`src/design/frt_pkg.sv`:
```
// Package for the fragment reassembly tracker: status codes, reset values,
// item, result and per-device state types. No dependencies.
package frt_pkg;

  localparam int unsigned DEVICE_COUNT_DEF = 16;
  localparam int unsigned BUFFER_BYTES_DEF = 2048;

  localparam logic [7:0] HEADER_RESET = 8'd24;
  localparam logic [7:0] START_INDEX  = 8'd2;
  localparam logic [7:0] FIRST_PIECE  = 8'd1;

  localparam logic [2:0] ST_PASS     = 3'd0;
  localparam logic [2:0] ST_SINGLE   = 3'd1;
  localparam logic [2:0] ST_STARTED  = 3'd2;
  localparam logic [2:0] ST_APPENDED = 3'd3;
  localparam logic [2:0] ST_TOO_LONG = 3'd4;
  localparam logic [2:0] ST_ORDER    = 3'd5;

  typedef struct packed {
    logic [3:0]  device;
    logic        wrapped;
    logic [7:0]  piece_index;
    logic [7:0]  piece_count;
    logic [11:0] item_bytes;
  } frt_item_t;

  typedef struct packed {
    logic        complete;
    logic [2:0]  status;
    logic        store_enable;
    logic [11:0] store_offset;
    logic        store_skips_header;
    logic [11:0] store_count;
    logic [11:0] total_length;
  } frt_result_t;

  // Per-device gather state; only meaningful while the device is busy
  typedef struct packed {
    logic [7:0]  exp_count;
    logic [7:0]  exp_index;
    logic [11:0] gathered;
  } frt_entry_t;

  // State write-back from the decision logic
  typedef struct packed {
    logic       wr;
    logic       busy;
    frt_entry_t entry;
  } frt_update_t;

endpackage

```
`src/design/frt_if.sv`:
```
// Handshake interfaces of the fragment reassembly tracker: item input,
// result output and header-length configuration. Depends on frt_pkg.
interface frt_in_if
  import frt_pkg::*;
();
  logic        valid;
  logic        ready;
  logic [3:0]  device;
  logic        wrapped;
  logic [7:0]  piece_index;
  logic [7:0]  piece_count;
  logic [11:0] item_bytes;

  modport source (output valid, device, wrapped, piece_index, piece_count, item_bytes,
                  input ready);
  modport sink   (input valid, device, wrapped, piece_index, piece_count, item_bytes,
                  output ready);
endinterface

interface frt_out_if
  import frt_pkg::*;
();
  logic        valid;
  logic        ready;
  logic        complete;
  logic [2:0]  status;
  logic        store_enable;
  logic [11:0] store_offset;
  logic        store_skips_header;
  logic [11:0] store_count;
  logic [11:0] total_length;

  modport source (output valid, complete, status, store_enable, store_offset,
                  store_skips_header, store_count, total_length,
                  input ready);
  modport sink   (input valid, complete, status, store_enable, store_offset,
                  store_skips_header, store_count, total_length,
                  output ready);
endinterface

interface frt_cfg_if
  import frt_pkg::*;
();
  logic       valid;
  logic       ready;
  logic [7:0] data;

  modport source (output valid, data, input ready);
  modport sink   (input valid, data, output ready);
endinterface

```
`src/design/frt_decide.sv`:
```
// Per-item decision logic: classifies one fragment against its device state
// and yields the result and the state write-back. Depends on frt_pkg.
module frt_decide
  import frt_pkg::*;
#(
  parameter int unsigned BUFFER_BYTES = BUFFER_BYTES_DEF
) (
  input  frt_item_t   item_i,
  input  logic        in_range_i,
  input  logic        busy_i,
  input  frt_entry_t  entry_i,
  input  logic [7:0]  header_i,
  output frt_result_t res_o,
  output frt_update_t upd_o
);

  logic [12:0] sum;
  logic [12:0] body;
  logic        append_bad;
  logic        is_last;

  assign sum        = {1'b0, entry_i.gathered} + {1'b0, item_i.item_bytes};
  assign body       = sum - {5'd0, header_i};
  assign append_bad = (sum < {5'd0, header_i}) || (body > 13'(BUFFER_BYTES));
  assign is_last    = (entry_i.exp_index == entry_i.exp_count);

  always_comb begin
    res_o       = '0;
    res_o.status = ST_ORDER;
    upd_o       = '0;
    upd_o.entry = entry_i;
    if (!item_i.wrapped) begin
      res_o.complete     = 1'b1;
      res_o.status       = ST_PASS;
      res_o.total_length = item_i.item_bytes;
    end else if (!in_range_i) begin
      res_o.status = ST_ORDER;
    end else if (!busy_i && item_i.piece_count == FIRST_PIECE) begin
      res_o.complete     = 1'b1;
      res_o.status       = ST_SINGLE;
      res_o.total_length = item_i.item_bytes;
    end else if (!busy_i && item_i.piece_index == FIRST_PIECE &&
                 item_i.piece_count > FIRST_PIECE) begin
      if (item_i.item_bytes > 12'(BUFFER_BYTES)) begin
        res_o.status = ST_TOO_LONG;
      end else begin
        res_o.status         = ST_STARTED;
        res_o.store_enable   = 1'b1;
        res_o.store_count    = item_i.item_bytes;
        upd_o.wr             = 1'b1;
        upd_o.busy           = 1'b1;
        upd_o.entry.exp_count = item_i.piece_count;
        upd_o.entry.exp_index = START_INDEX;
        upd_o.entry.gathered  = item_i.item_bytes;
      end
    end else if (busy_i && item_i.piece_index == entry_i.exp_index &&
                 item_i.piece_count == entry_i.exp_count) begin
      upd_o.wr = 1'b1;
      if (append_bad) begin
        res_o.status = ST_TOO_LONG;
      end else begin
        res_o.status             = ST_APPENDED;
        res_o.store_enable       = 1'b1;
        res_o.store_offset       = entry_i.gathered;
        res_o.store_skips_header = 1'b1;
        res_o.store_count        = (item_i.item_bytes >= {4'd0, header_i}) ?
                                   item_i.item_bytes - {4'd0, header_i} : 12'd0;
        if (is_last) begin
          res_o.complete     = 1'b1;
          res_o.total_length = body[11:0];
        end else begin
          upd_o.busy            = 1'b1;
          upd_o.entry.exp_index = entry_i.exp_index + 8'd1;
          upd_o.entry.gathered  = body[11:0];
        end
      end
    end else begin
      // Abort any gather in progress
      res_o.status = ST_ORDER;
      upd_o.wr     = 1'b1;
    end
  end

endmodule

```
`src/design/fragment_reassembly_tracker_core.sv`:
```
// Top level of the fragment reassembly tracker: input stage, per-device state
// memory with busy flags, and result register. Depends on frt_pkg, frt_if, frt_decide.
//
//   port    | role   | transfer carries
//   --------+--------+--------------------------------------------------------
//   in_i    | sink   | device, wrapped, piece_index, piece_count, item_bytes
//   out_o   | source | complete, status, store_* fields, total_length
//   cfg_i   | sink   | data: header_bytes, always ready
//
// One item per cycle sustained while the result register is free or its result is taken;
// each item passes through the input stage and then the result register.
// The state read happens as the item is registered; the write-back lands
// as its result is registered, with a forward for the next item on the same device.
// Reset clears all busy flags at once (every device idle) and sets header_bytes
// to 24; no clearing pass. A stalled result holds the input stage, and input
// ready drops only while both stages are full.
module fragment_reassembly_tracker_core
  import frt_pkg::*;
#(
  parameter int unsigned DEVICE_COUNT = DEVICE_COUNT_DEF,
  parameter int unsigned BUFFER_BYTES = BUFFER_BYTES_DEF
) (
  input  logic clk_i,
  input  logic rst_ni,
  frt_in_if.sink    in_i,
  frt_cfg_if.sink   cfg_i,
  frt_out_if.source out_o
);

  localparam int unsigned IDX_W = (DEVICE_COUNT > 1) ? $clog2(DEVICE_COUNT) : 1;

  // Configuration
  logic [7:0] header_q;

  assign cfg_i.ready = 1'b1;

  always_ff @(posedge clk_i or negedge rst_ni) begin
    if (!rst_ni) begin
      header_q <= HEADER_RESET;
    end else if (cfg_i.valid) begin
      header_q <= cfg_i.data;
    end
  end

  // Handshake control
  logic in_xfer;
  logic out_free;
  logic s1_valid_q;
  logic out_valid_q;
  logic s1_adv;

  assign out_free    = !out_valid_q || out_o.ready;
  assign in_i.ready  = !s1_valid_q || out_free;
  assign in_xfer     = in_i.valid && in_i.ready;
  assign s1_adv      = s1_valid_q && out_free;

  // Incoming item and its device index
  frt_item_t  item_in;
  logic [8:0] dev_wide;
  logic [IDX_W-1:0] idx_in;
  logic       in_range_in;

  assign item_in.device      = in_i.device;
  assign item_in.wrapped     = in_i.wrapped;
  assign item_in.piece_index = in_i.piece_index;
  assign item_in.piece_count = in_i.piece_count;
  assign item_in.item_bytes  = in_i.item_bytes;

  assign dev_wide    = {5'd0, in_i.device};
  assign idx_in      = dev_wide[IDX_W-1:0];
  assign in_range_in = dev_wide < 9'(DEVICE_COUNT);

  // Input stage
  frt_item_t        item_q;
  logic [IDX_W-1:0] idx_q;
  logic             in_range_q;
  logic             busy_q;
  frt_entry_t       entry_q;

  frt_result_t res;
  frt_update_t upd;
  logic        fwd;

  // Forward the write-back of the item leaving the stage to the one entering
  assign fwd = s1_adv && upd.wr && (idx_q == idx_in);

  // Per-device state: entries hold no reset, the busy flags qualify them
  frt_entry_t             state_mem [DEVICE_COUNT];
  logic [DEVICE_COUNT-1:0] busy_q_v;

  always_ff @(posedge clk_i) begin
    if (s1_adv && upd.wr) begin
      state_mem[idx_q] <= upd.entry;
    end
    if (in_xfer) begin
      item_q     <= item_in;
      idx_q      <= idx_in;
      in_range_q <= in_range_in;
      if (fwd) begin
        entry_q <= upd.entry;
        busy_q  <= upd.busy;
      end else begin
        entry_q <= state_mem[idx_in];
        busy_q  <= busy_q_v[idx_in];
      end
    end
  end

  always_ff @(posedge clk_i or negedge rst_ni) begin
    if (!rst_ni) begin
      busy_q_v <= '0;
    end else if (s1_adv && upd.wr) begin
      busy_q_v[idx_q] <= upd.busy;
    end
  end

  always_ff @(posedge clk_i or negedge rst_ni) begin
    if (!rst_ni) begin
      s1_valid_q <= 1'b0;
    end else if (in_i.ready) begin
      s1_valid_q <= in_xfer;
    end
  end

  frt_decide #(
    .BUFFER_BYTES (BUFFER_BYTES)
  ) u_decide (
    .item_i     (item_q),
    .in_range_i (in_range_q),
    .busy_i     (busy_q),
    .entry_i    (entry_q),
    .header_i   (header_q),
    .res_o      (res),
    .upd_o      (upd)
  );

  // Result register
  frt_result_t res_q;

  always_ff @(posedge clk_i or negedge rst_ni) begin
    if (!rst_ni) begin
      out_valid_q <= 1'b0;
    end else if (out_free) begin
      out_valid_q <= s1_valid_q;
    end
  end

  always_ff @(posedge clk_i) begin
    if (s1_adv) begin
      res_q <= res;
    end
  end

  assign out_o.valid              = out_valid_q;
  assign out_o.complete           = res_q.complete;
  assign out_o.status             = res_q.status;
  assign out_o.store_enable       = res_q.store_enable;
  assign out_o.store_offset       = res_q.store_offset;
  assign out_o.store_skips_header = res_q.store_skips_header;
  assign out_o.store_count        = res_q.store_count;
  assign out_o.total_length       = res_q.total_length;

  // Checks
  a_ready_only_on_stall: assert property (@(posedge clk_i) disable iff (!rst_ni)
    !in_i.ready |-> (out_valid_q && !out_o.ready && s1_valid_q))
    else $error("input stalled without a stalled result");

  a_store_fields_zero: assert property (@(posedge clk_i) disable iff (!rst_ni)
    (out_valid_q && !out_o.store_enable) |->
      (out_o.store_offset == 12'd0 && out_o.store_count == 12'd0 &&
       !out_o.store_skips_header))
    else $error("store fields set without store enable");

  a_total_zero: assert property (@(posedge clk_i) disable iff (!rst_ni)
    (out_valid_q && !out_o.complete) |-> (out_o.total_length == 12'd0))
    else $error("total length set on incomplete result");

  a_status_range: assert property (@(posedge clk_i) disable iff (!rst_ni)
    out_valid_q |-> (out_o.status <= ST_ORDER))
    else $error("status code out of range");

  a_started_shape: assert property (@(posedge clk_i) disable iff (!rst_ni)
    (out_valid_q && out_o.status == ST_STARTED) |->
      (out_o.store_enable && !out_o.store_skips_header &&
       out_o.store_offset == 12'd0 && !out_o.complete))
    else $error("malformed started result");

endmodule
```
`src/flat_wrapper.sv`:
```
// flat-port wrapper written by rule: the top's interface ports become plain ports
module fragment_reassembly_tracker_core_flat import frt_pkg::*;
#(
  parameter int unsigned DEVICE_COUNT = DEVICE_COUNT_DEF,
  parameter int unsigned BUFFER_BYTES = BUFFER_BYTES_DEF
)
  (clk_i, rst_ni, in_i_valid, in_i_device, in_i_wrapped, in_i_piece_index, in_i_piece_count, in_i_item_bytes, in_i_ready, cfg_i_valid, cfg_i_data, cfg_i_ready, out_o_valid, out_o_complete, out_o_status, out_o_store_enable, out_o_store_offset, out_o_store_skips_header, out_o_store_count, out_o_total_length, out_o_ready);
  frt_in_if in_i_i ();
  frt_cfg_if cfg_i_i ();
  frt_out_if out_o_i ();
  input  logic clk_i;
  input  logic rst_ni;
  input wire logic [$bits(in_i_i.valid)-1:0] in_i_valid;
  input wire logic [$bits(in_i_i.device)-1:0] in_i_device;
  input wire logic [$bits(in_i_i.wrapped)-1:0] in_i_wrapped;
  input wire logic [$bits(in_i_i.piece_index)-1:0] in_i_piece_index;
  input wire logic [$bits(in_i_i.piece_count)-1:0] in_i_piece_count;
  input wire logic [$bits(in_i_i.item_bytes)-1:0] in_i_item_bytes;
  output wire logic [$bits(in_i_i.ready)-1:0] in_i_ready;
  input wire logic [$bits(cfg_i_i.valid)-1:0] cfg_i_valid;
  input wire logic [$bits(cfg_i_i.data)-1:0] cfg_i_data;
  output wire logic [$bits(cfg_i_i.ready)-1:0] cfg_i_ready;
  output wire logic [$bits(out_o_i.valid)-1:0] out_o_valid;
  output wire logic [$bits(out_o_i.complete)-1:0] out_o_complete;
  output wire logic [$bits(out_o_i.status)-1:0] out_o_status;
  output wire logic [$bits(out_o_i.store_enable)-1:0] out_o_store_enable;
  output wire logic [$bits(out_o_i.store_offset)-1:0] out_o_store_offset;
  output wire logic [$bits(out_o_i.store_skips_header)-1:0] out_o_store_skips_header;
  output wire logic [$bits(out_o_i.store_count)-1:0] out_o_store_count;
  output wire logic [$bits(out_o_i.total_length)-1:0] out_o_total_length;
  input wire logic [$bits(out_o_i.ready)-1:0] out_o_ready;
  assign in_i_i.valid = in_i_valid;
  assign in_i_i.device = in_i_device;
  assign in_i_i.wrapped = in_i_wrapped;
  assign in_i_i.piece_index = in_i_piece_index;
  assign in_i_i.piece_count = in_i_piece_count;
  assign in_i_i.item_bytes = in_i_item_bytes;
  assign in_i_ready = in_i_i.ready;
  assign cfg_i_i.valid = cfg_i_valid;
  assign cfg_i_i.data = cfg_i_data;
  assign cfg_i_ready = cfg_i_i.ready;
  assign out_o_valid = out_o_i.valid;
  assign out_o_complete = out_o_i.complete;
  assign out_o_status = out_o_i.status;
  assign out_o_store_enable = out_o_i.store_enable;
  assign out_o_store_offset = out_o_i.store_offset;
  assign out_o_store_skips_header = out_o_i.store_skips_header;
  assign out_o_store_count = out_o_i.store_count;
  assign out_o_total_length = out_o_i.total_length;
  assign out_o_i.ready = out_o_ready;
  fragment_reassembly_tracker_core #(.DEVICE_COUNT(DEVICE_COUNT), .BUFFER_BYTES(BUFFER_BYTES)) u_core (.clk_i(clk_i), .rst_ni(rst_ni), .in_i(in_i_i), .cfg_i(cfg_i_i), .out_o(out_o_i));
endmodule
```
`config.mk`:
```
export PLATFORM = sky130hd
export DESIGN_NAME = fragment_reassembly_tracker_core_flat
export DESIGN_NICKNAME = d
export VERILOG_FILES = /design/src/design/frt_pkg.sv /design/src/design/frt_if.sv /design/src/design/frt_decide.sv /design/src/design/fragment_reassembly_tracker_core.sv /design/src/flat_wrapper.sv
export SDC_FILE = /design/constraint.sdc
export NUM_CORES = 1
export LEC_CHECK = 0
export ABC_AREA = 1
export BUFFER_PORTS_ARGS = -buffer_cell sky130_fd_sc_hd__buf_2
export CAP_MARGIN = 20
export CORE_MARGIN = 2
export CORE_UTILIZATION = 45
export CTS_CLUSTER_SIZE = 20
export DETAILED_ROUTE_END_ITERATION = 10
export PLACE_DENSITY_LB_ADDON = 0.3
export SETUP_SLACK_MARGIN = 0.4
export SYNTH_ARGS = -nofsm -noshare
export SYNTH_HDL_FRONTEND = slang
export SYNTH_HIERARCHICAL = 1
export SYNTH_SLANG_ARGS = --single-unit
```
`constraint.sdc`:
```
create_clock -name clk_i -period 5.9 [get_ports clk_i]
set_input_delay 0.295 -clock clk_i [delete_from_list [all_inputs] [get_ports clk_i]]
set_output_delay 0.295 -clock clk_i [all_outputs]
set_load 0.01 [all_outputs]
```
# After elaboration in Yosys (flattened, before gate mapping)
# Memory sizes are Yosys's and may differ from the RTL's. A register that Yosys moved wholly into a read port is not among the register bits.
# Index checks and enable logic that the tools add are counted.
# word_totals
elab_cells	104
n_memories	1
regBits	103
output_inout_bits	45
ramBits	448
inputBits	46
# memory_table
name	words	width	read_ports	rd_clocked_by_memory_dff	write_ports	line	text
u_core.state_mem	16	28	1	1	1	fragment_reassembly_tracker_core.sv:88	frt_entry_t state_mem [DEVICE_COUNT];
# op_classes
magnitude_cmp	9
n_reduce_logical	19
n_addsub	4
n_mux	43
bitwise_logic	3
eq_ne	6
# op_table
op	n
$mux 30	4
$mux 12	8
$mux 20	4
$mux 38	2
$eq 8x8->1	3
$bwmux 16	1
$eq 8x1->1 const B	2
$lt 4x5->1 const B	3
$mux 1	14
$add 12x12->13	1
$gt 13x12->1 const B	1
$lt 13x8->1	1
$sub 13x8->13	1
$ge 12x8->1	1
$gt 12x12->1 const B	1
$mux 3	4
$sub 12x8->12	1
$logic_and 1x1->1	10
$add 8x1->8 const B	1
$gt 8x1->1 const B	1
$mux 4	2
$mux 8	1
$reduce_or 6->1	1
$reduce_or 5->1	1
9 further kinds	15

# Longest topological paths before layout
# logic_depth
depth_word	13
ltp_mapped	30
ltp_nobuf	30

# By module
# The synthesis kept the hierarchy.
# modules_own_cells
module	instances	seq_area_each_um2	area_each_um2	cells_each
fragment_reassembly_tracker_core	1	17229.0	22828.1	1847
frt_decide	1	0.0	3786.1	759

# Worst setup path after synthesis
# OpenSTA, ideal clock, no wires.
# synth_timing
path_type	flip-flop to flip-flop
startpoint	reg, netlist name u_core/item_q[0]
endpoint	reg, netlist name u_core/entry_q[12]
stages_incl_launch_ff	27
synth_period_minus_slack_ns	4.016
setup_time_ns	0.132
path_slack_ns	1.884
arrival_time_ns	3.883
path_cell_list	edfxtp_1 -> ha_1 -> inv_1 -> fa_1 -> inv_1 -> nand2_1 -> nand2_1 -> and2_1 -> xor2_1 -> ha_1 -> nand2_1 -> inv_1 -> a21oi_1 -> nand3b_1 -> nand2_1 -> nand3_1 -> nor2_1 -> nand2_1 -> nor2_1 -> nand2_2 -> a21oi_4 -> nand2_4 -> nor2_4 -> a21oi_1 -> a21oi_1 -> nand2_1 -> nand2_1

==> flow_summary.toml <==
[setup_path]
crit_type = "reg2reg"
cp-end-kind = "flip-flop"
crit_slowest_cell = "a21oi_1"
crit_buf_inv = 4
r2r_cells = 26
critPathLaunchType = "flip-flop"
max_stage_delay_ns = 0.57
worstPathRequired_ns = 6.27
crit_top_cell = "nand2_1"
path_depth = 26
arrival_ns = 5.39
crit_family = "simple AND/OR/NAND/NOR gates"
path_max_fanout = 17

[sta]
hold_viol_final = 0
fin_hold_ws_ns = 0.0861
rsz0062_at_grt = "no"
fin_crit_sh_pct = 85.0
clock_skew_ns = 0.0426
fin_crit_ns = 5.02
tns_ns = 0
drv_slew = 0
max_clock_freq_mhz = 199
tightestPinTransition_ns = 1.00
slew_headroom_pct = 32.1
setup_viol = 0

[grt]
grt_antenna_before_repair = 2
grt_pass1_vias = 18440
grt.overflow.total = 0
grt_start_max_net_pins = 124
grt_pass1_wl_um = 113000
grt_use_total_pct = 24.6

[clock_tree]
cts_resized = 0
postCtsSetupBuffers = 0
h-tree-depth = 2
clkTransAtPathRegs_ns = 0.06
cts_tree = "built"
root_buffer = "clkbuf_16"
cts_sinks = 578
insertion_delay_ns = 0.65
cts_buffers = 58
clockBufferDepth = 3
ctsHoldBuffers = 41

[cells_and_area]
syn_to_final_growth_pct = 13.4
drive_gt1_share_pct = 10.4
fill_cells = 5159
regArea_sq_um = 17200
multi_input_area_sq_um = 8150
n_antenna_cell = 0
layout.nets = 2817

[synth]
yosysMostFrequentCell = "nand2_1"
synthCells = 2606
synth.area.top_cells = "edfxtp_1 62%, nand2_1 13%, nand3_1 7.8%"
avgSynthCellArea_sq_um = 10.2
synth_top_area_share_pct = 62.3
async_reset_ff_share_pct = 4.50
yosys_warnings = 6
synth_top_cells_by_count = "936 x nand2_1, 552 x edfxtp_1, 417 x nand3_1"
dominantRegCellSynth = "edfxtp_1"
yosys_register_bits = 578
yosysTopAreaCell = "edfxtp_1"
synth-edff-count = 552
synthesis.area_sq_um = 26600
synth_cell_types = 53
seq_area_frac_synth_pct = 64.7

[placement]
finalWeightedCongestion = 0.958
hpwl_um = 44400
portBuffers = 89

[power_and_ir_drop]
p_comb_share_pct = 13.6
intPower_mw = 7.18
p_sw_share_pct = 26.3
power.net_switching_mw = 2.57
p_clk_share_pct = 37.8
total_power_mw = 9.75
leakage_nw = 12.1
peakVddDrop_mv = 0.281
seqPwrFrac_pct = 48.6
power_density_nw_per_um2 = 323

[flow_run]
cap_violations = 0

[detailed_routing]
routed_wl_um = 76100
postRouteAntennaNets = 0
vias = 19839
dr.pass1.iters = 7
routed_via_density = 5.58
drt_iter0_drc = 2233
wire_per_inst_um = 21.4
drcViolationCount = 0

[die]
die-area_sq_um = 61100
die-width_um = 247
die_h_um = 247
start_util_pct = 45.3
core_sq_um = 58800
row_count = 89
ioPinCount = 91

[hold_path]
hold_depth = 2
worstHoldPathType = "in2reg"

[status]
status = "completed"
-- cells in the final DEF, fill, tap and decap left out, types with 7 or more instances in the layout --
cell type,n
buf_4,59
nand2_1,936
ha_1,29
nor2_4,17
or2_2,9
edfxtp_1,552
nand4_1,24
dlygate4sd3_1,41
xnor2_1,9
xor2_1,10
nor2_1,84
clkbuf_16,58
nand3_1,417
inv_1,157
nor4_1,11
dfrtp_1,24
o211ai_1,7
clkinv_1,15
nor3_1,10
clkbuf_1,11
o21ai_0,65
buf_2,87
clkinv_2,8
o21ai_1,10
mux2_2,8
bufinv_16,7
a21oi_1,51
-- final cells by class --
class / instances / share of cell area [%]
clock buffers: 69 / 4.95
clock inverters: 36 / 1.35
inverters: 166 / 2.09
multi-input cells: 1747 / 27.0
flip-flops and latches: 578 / 57.1
well taps: 773 / 3.20
repair buffers: 188 / 4.31
-- cell families (layout without fill, tap and decap cells) --
| kind of cell | count (synthesis) | count (layout) | synth area share, % |
|---|---|---|---|
| AOI/OAI and AO/OA | 156 | 156 | 3.30 |
| xor gates and xnor gates | 20 | 20 | 0.686 |
| adders and majority gates | 32 | 32 | 1.59 |
| buffers and inverters | 285 | 459 | 5.14 |
| DFF | 578 | 578 | 64.7 |
| muxes | 8 | 8 | 0.339 |
| other | 1 | 5 | 0.0141 |
| and+or+nand+nor | 1526 | 1526 | 24.2 |
-- state kept, by name, indices dropped and copies added, names as in the netlist, 3 cells and up --
register                   count
u_core/entry_q                28
u_core/idx_q                   4
u_core/out_o.status            3
u_core/out_o.store_count      12
u_core/busy_q_v               16
u_core/out_o.total_length     12
u_core/header_q                8
u_core/state_mem             448
u_core/item_q                 29
u_core/out_o.store_offset     12
-- worst reg2reg max path: cells and delay by family (launching register included) --
kind / cells / cell delay [ns]
buffers and inverters: 4 / 0.50
AND/OR/NAND/NOR: 14 / 1.43
AO/OA/AOI/OAI: 4 / 1.22
adder cells (fa/ha/maj): 3 / 0.95
flip-flops: 1 / 0.46
XOR/XNOR: 1 / 0.20
-- layer usage --
metal	routed length, um	up-vias	track usage (%)
met2	35800	930	40.3
li1	-	9172	-
met5	23	-	0
met3	6390	125	3.72
met4	1990	4	7.34
met1	31900	9608	34.1
-- metrics by stage --
stage	cells	setup WS [ns]	cell area (sq um)	utilization, %
3_5_place_dp	3407	0.724	27800	47.3
6_report	3557	0.883	30200	51.3
2_1_floorplan	2610	1.88	26600	-
4_1_cts	3553	0.682	30100	51.3
3_3_place_gp	3407	0.853	27800	47.3
5_1_grt	3557	0.440	30200	51.3
-- power by group through the flow --
stage / registers [mW] / clock network, mW / logic, mW
after floorplan: 4.82 / 0 / 0.843
after global placement: 4.82 / 0 / 1.27
after detailed placement: 4.83 / 0 / 1.28
after CTS: 4.74 / 3.74 / 1.30
after global routing: 4.75 / 3.90 / 1.46
final: 4.74 / 3.68 / 1.32
-- path summary, 6_finish.rpt --
kind | startpoint | slack (ns) | to
min reg2reg | u_core/busy_q_v[12]$_DFFE_PN0P_ | 0.50 | u_core/busy_q_v[12]$_DFFE_PN0P_
max | u_core/item_q[0]$_DFFE_PP_ | 0.88 | u_core/entry_q[7]$_DFFE_PP_
min in group asynchronous | rst_ni | 0.23 | u_core/header_q[0]$_DFFE_PN0P_
max reg2reg | u_core/item_q[0]$_DFFE_PP_ | 0.88 | u_core/entry_q[7]$_DFFE_PP_
max in group asynchronous | rst_ni | 5.23 | u_core/busy_q_v[0]$_DFFE_PN0P_
min | cfg_i_valid | 0.09 | u_core/header_q[0]$_DFFE_PN0P_
Note: power is estimated with default switching activity, not from simulation.
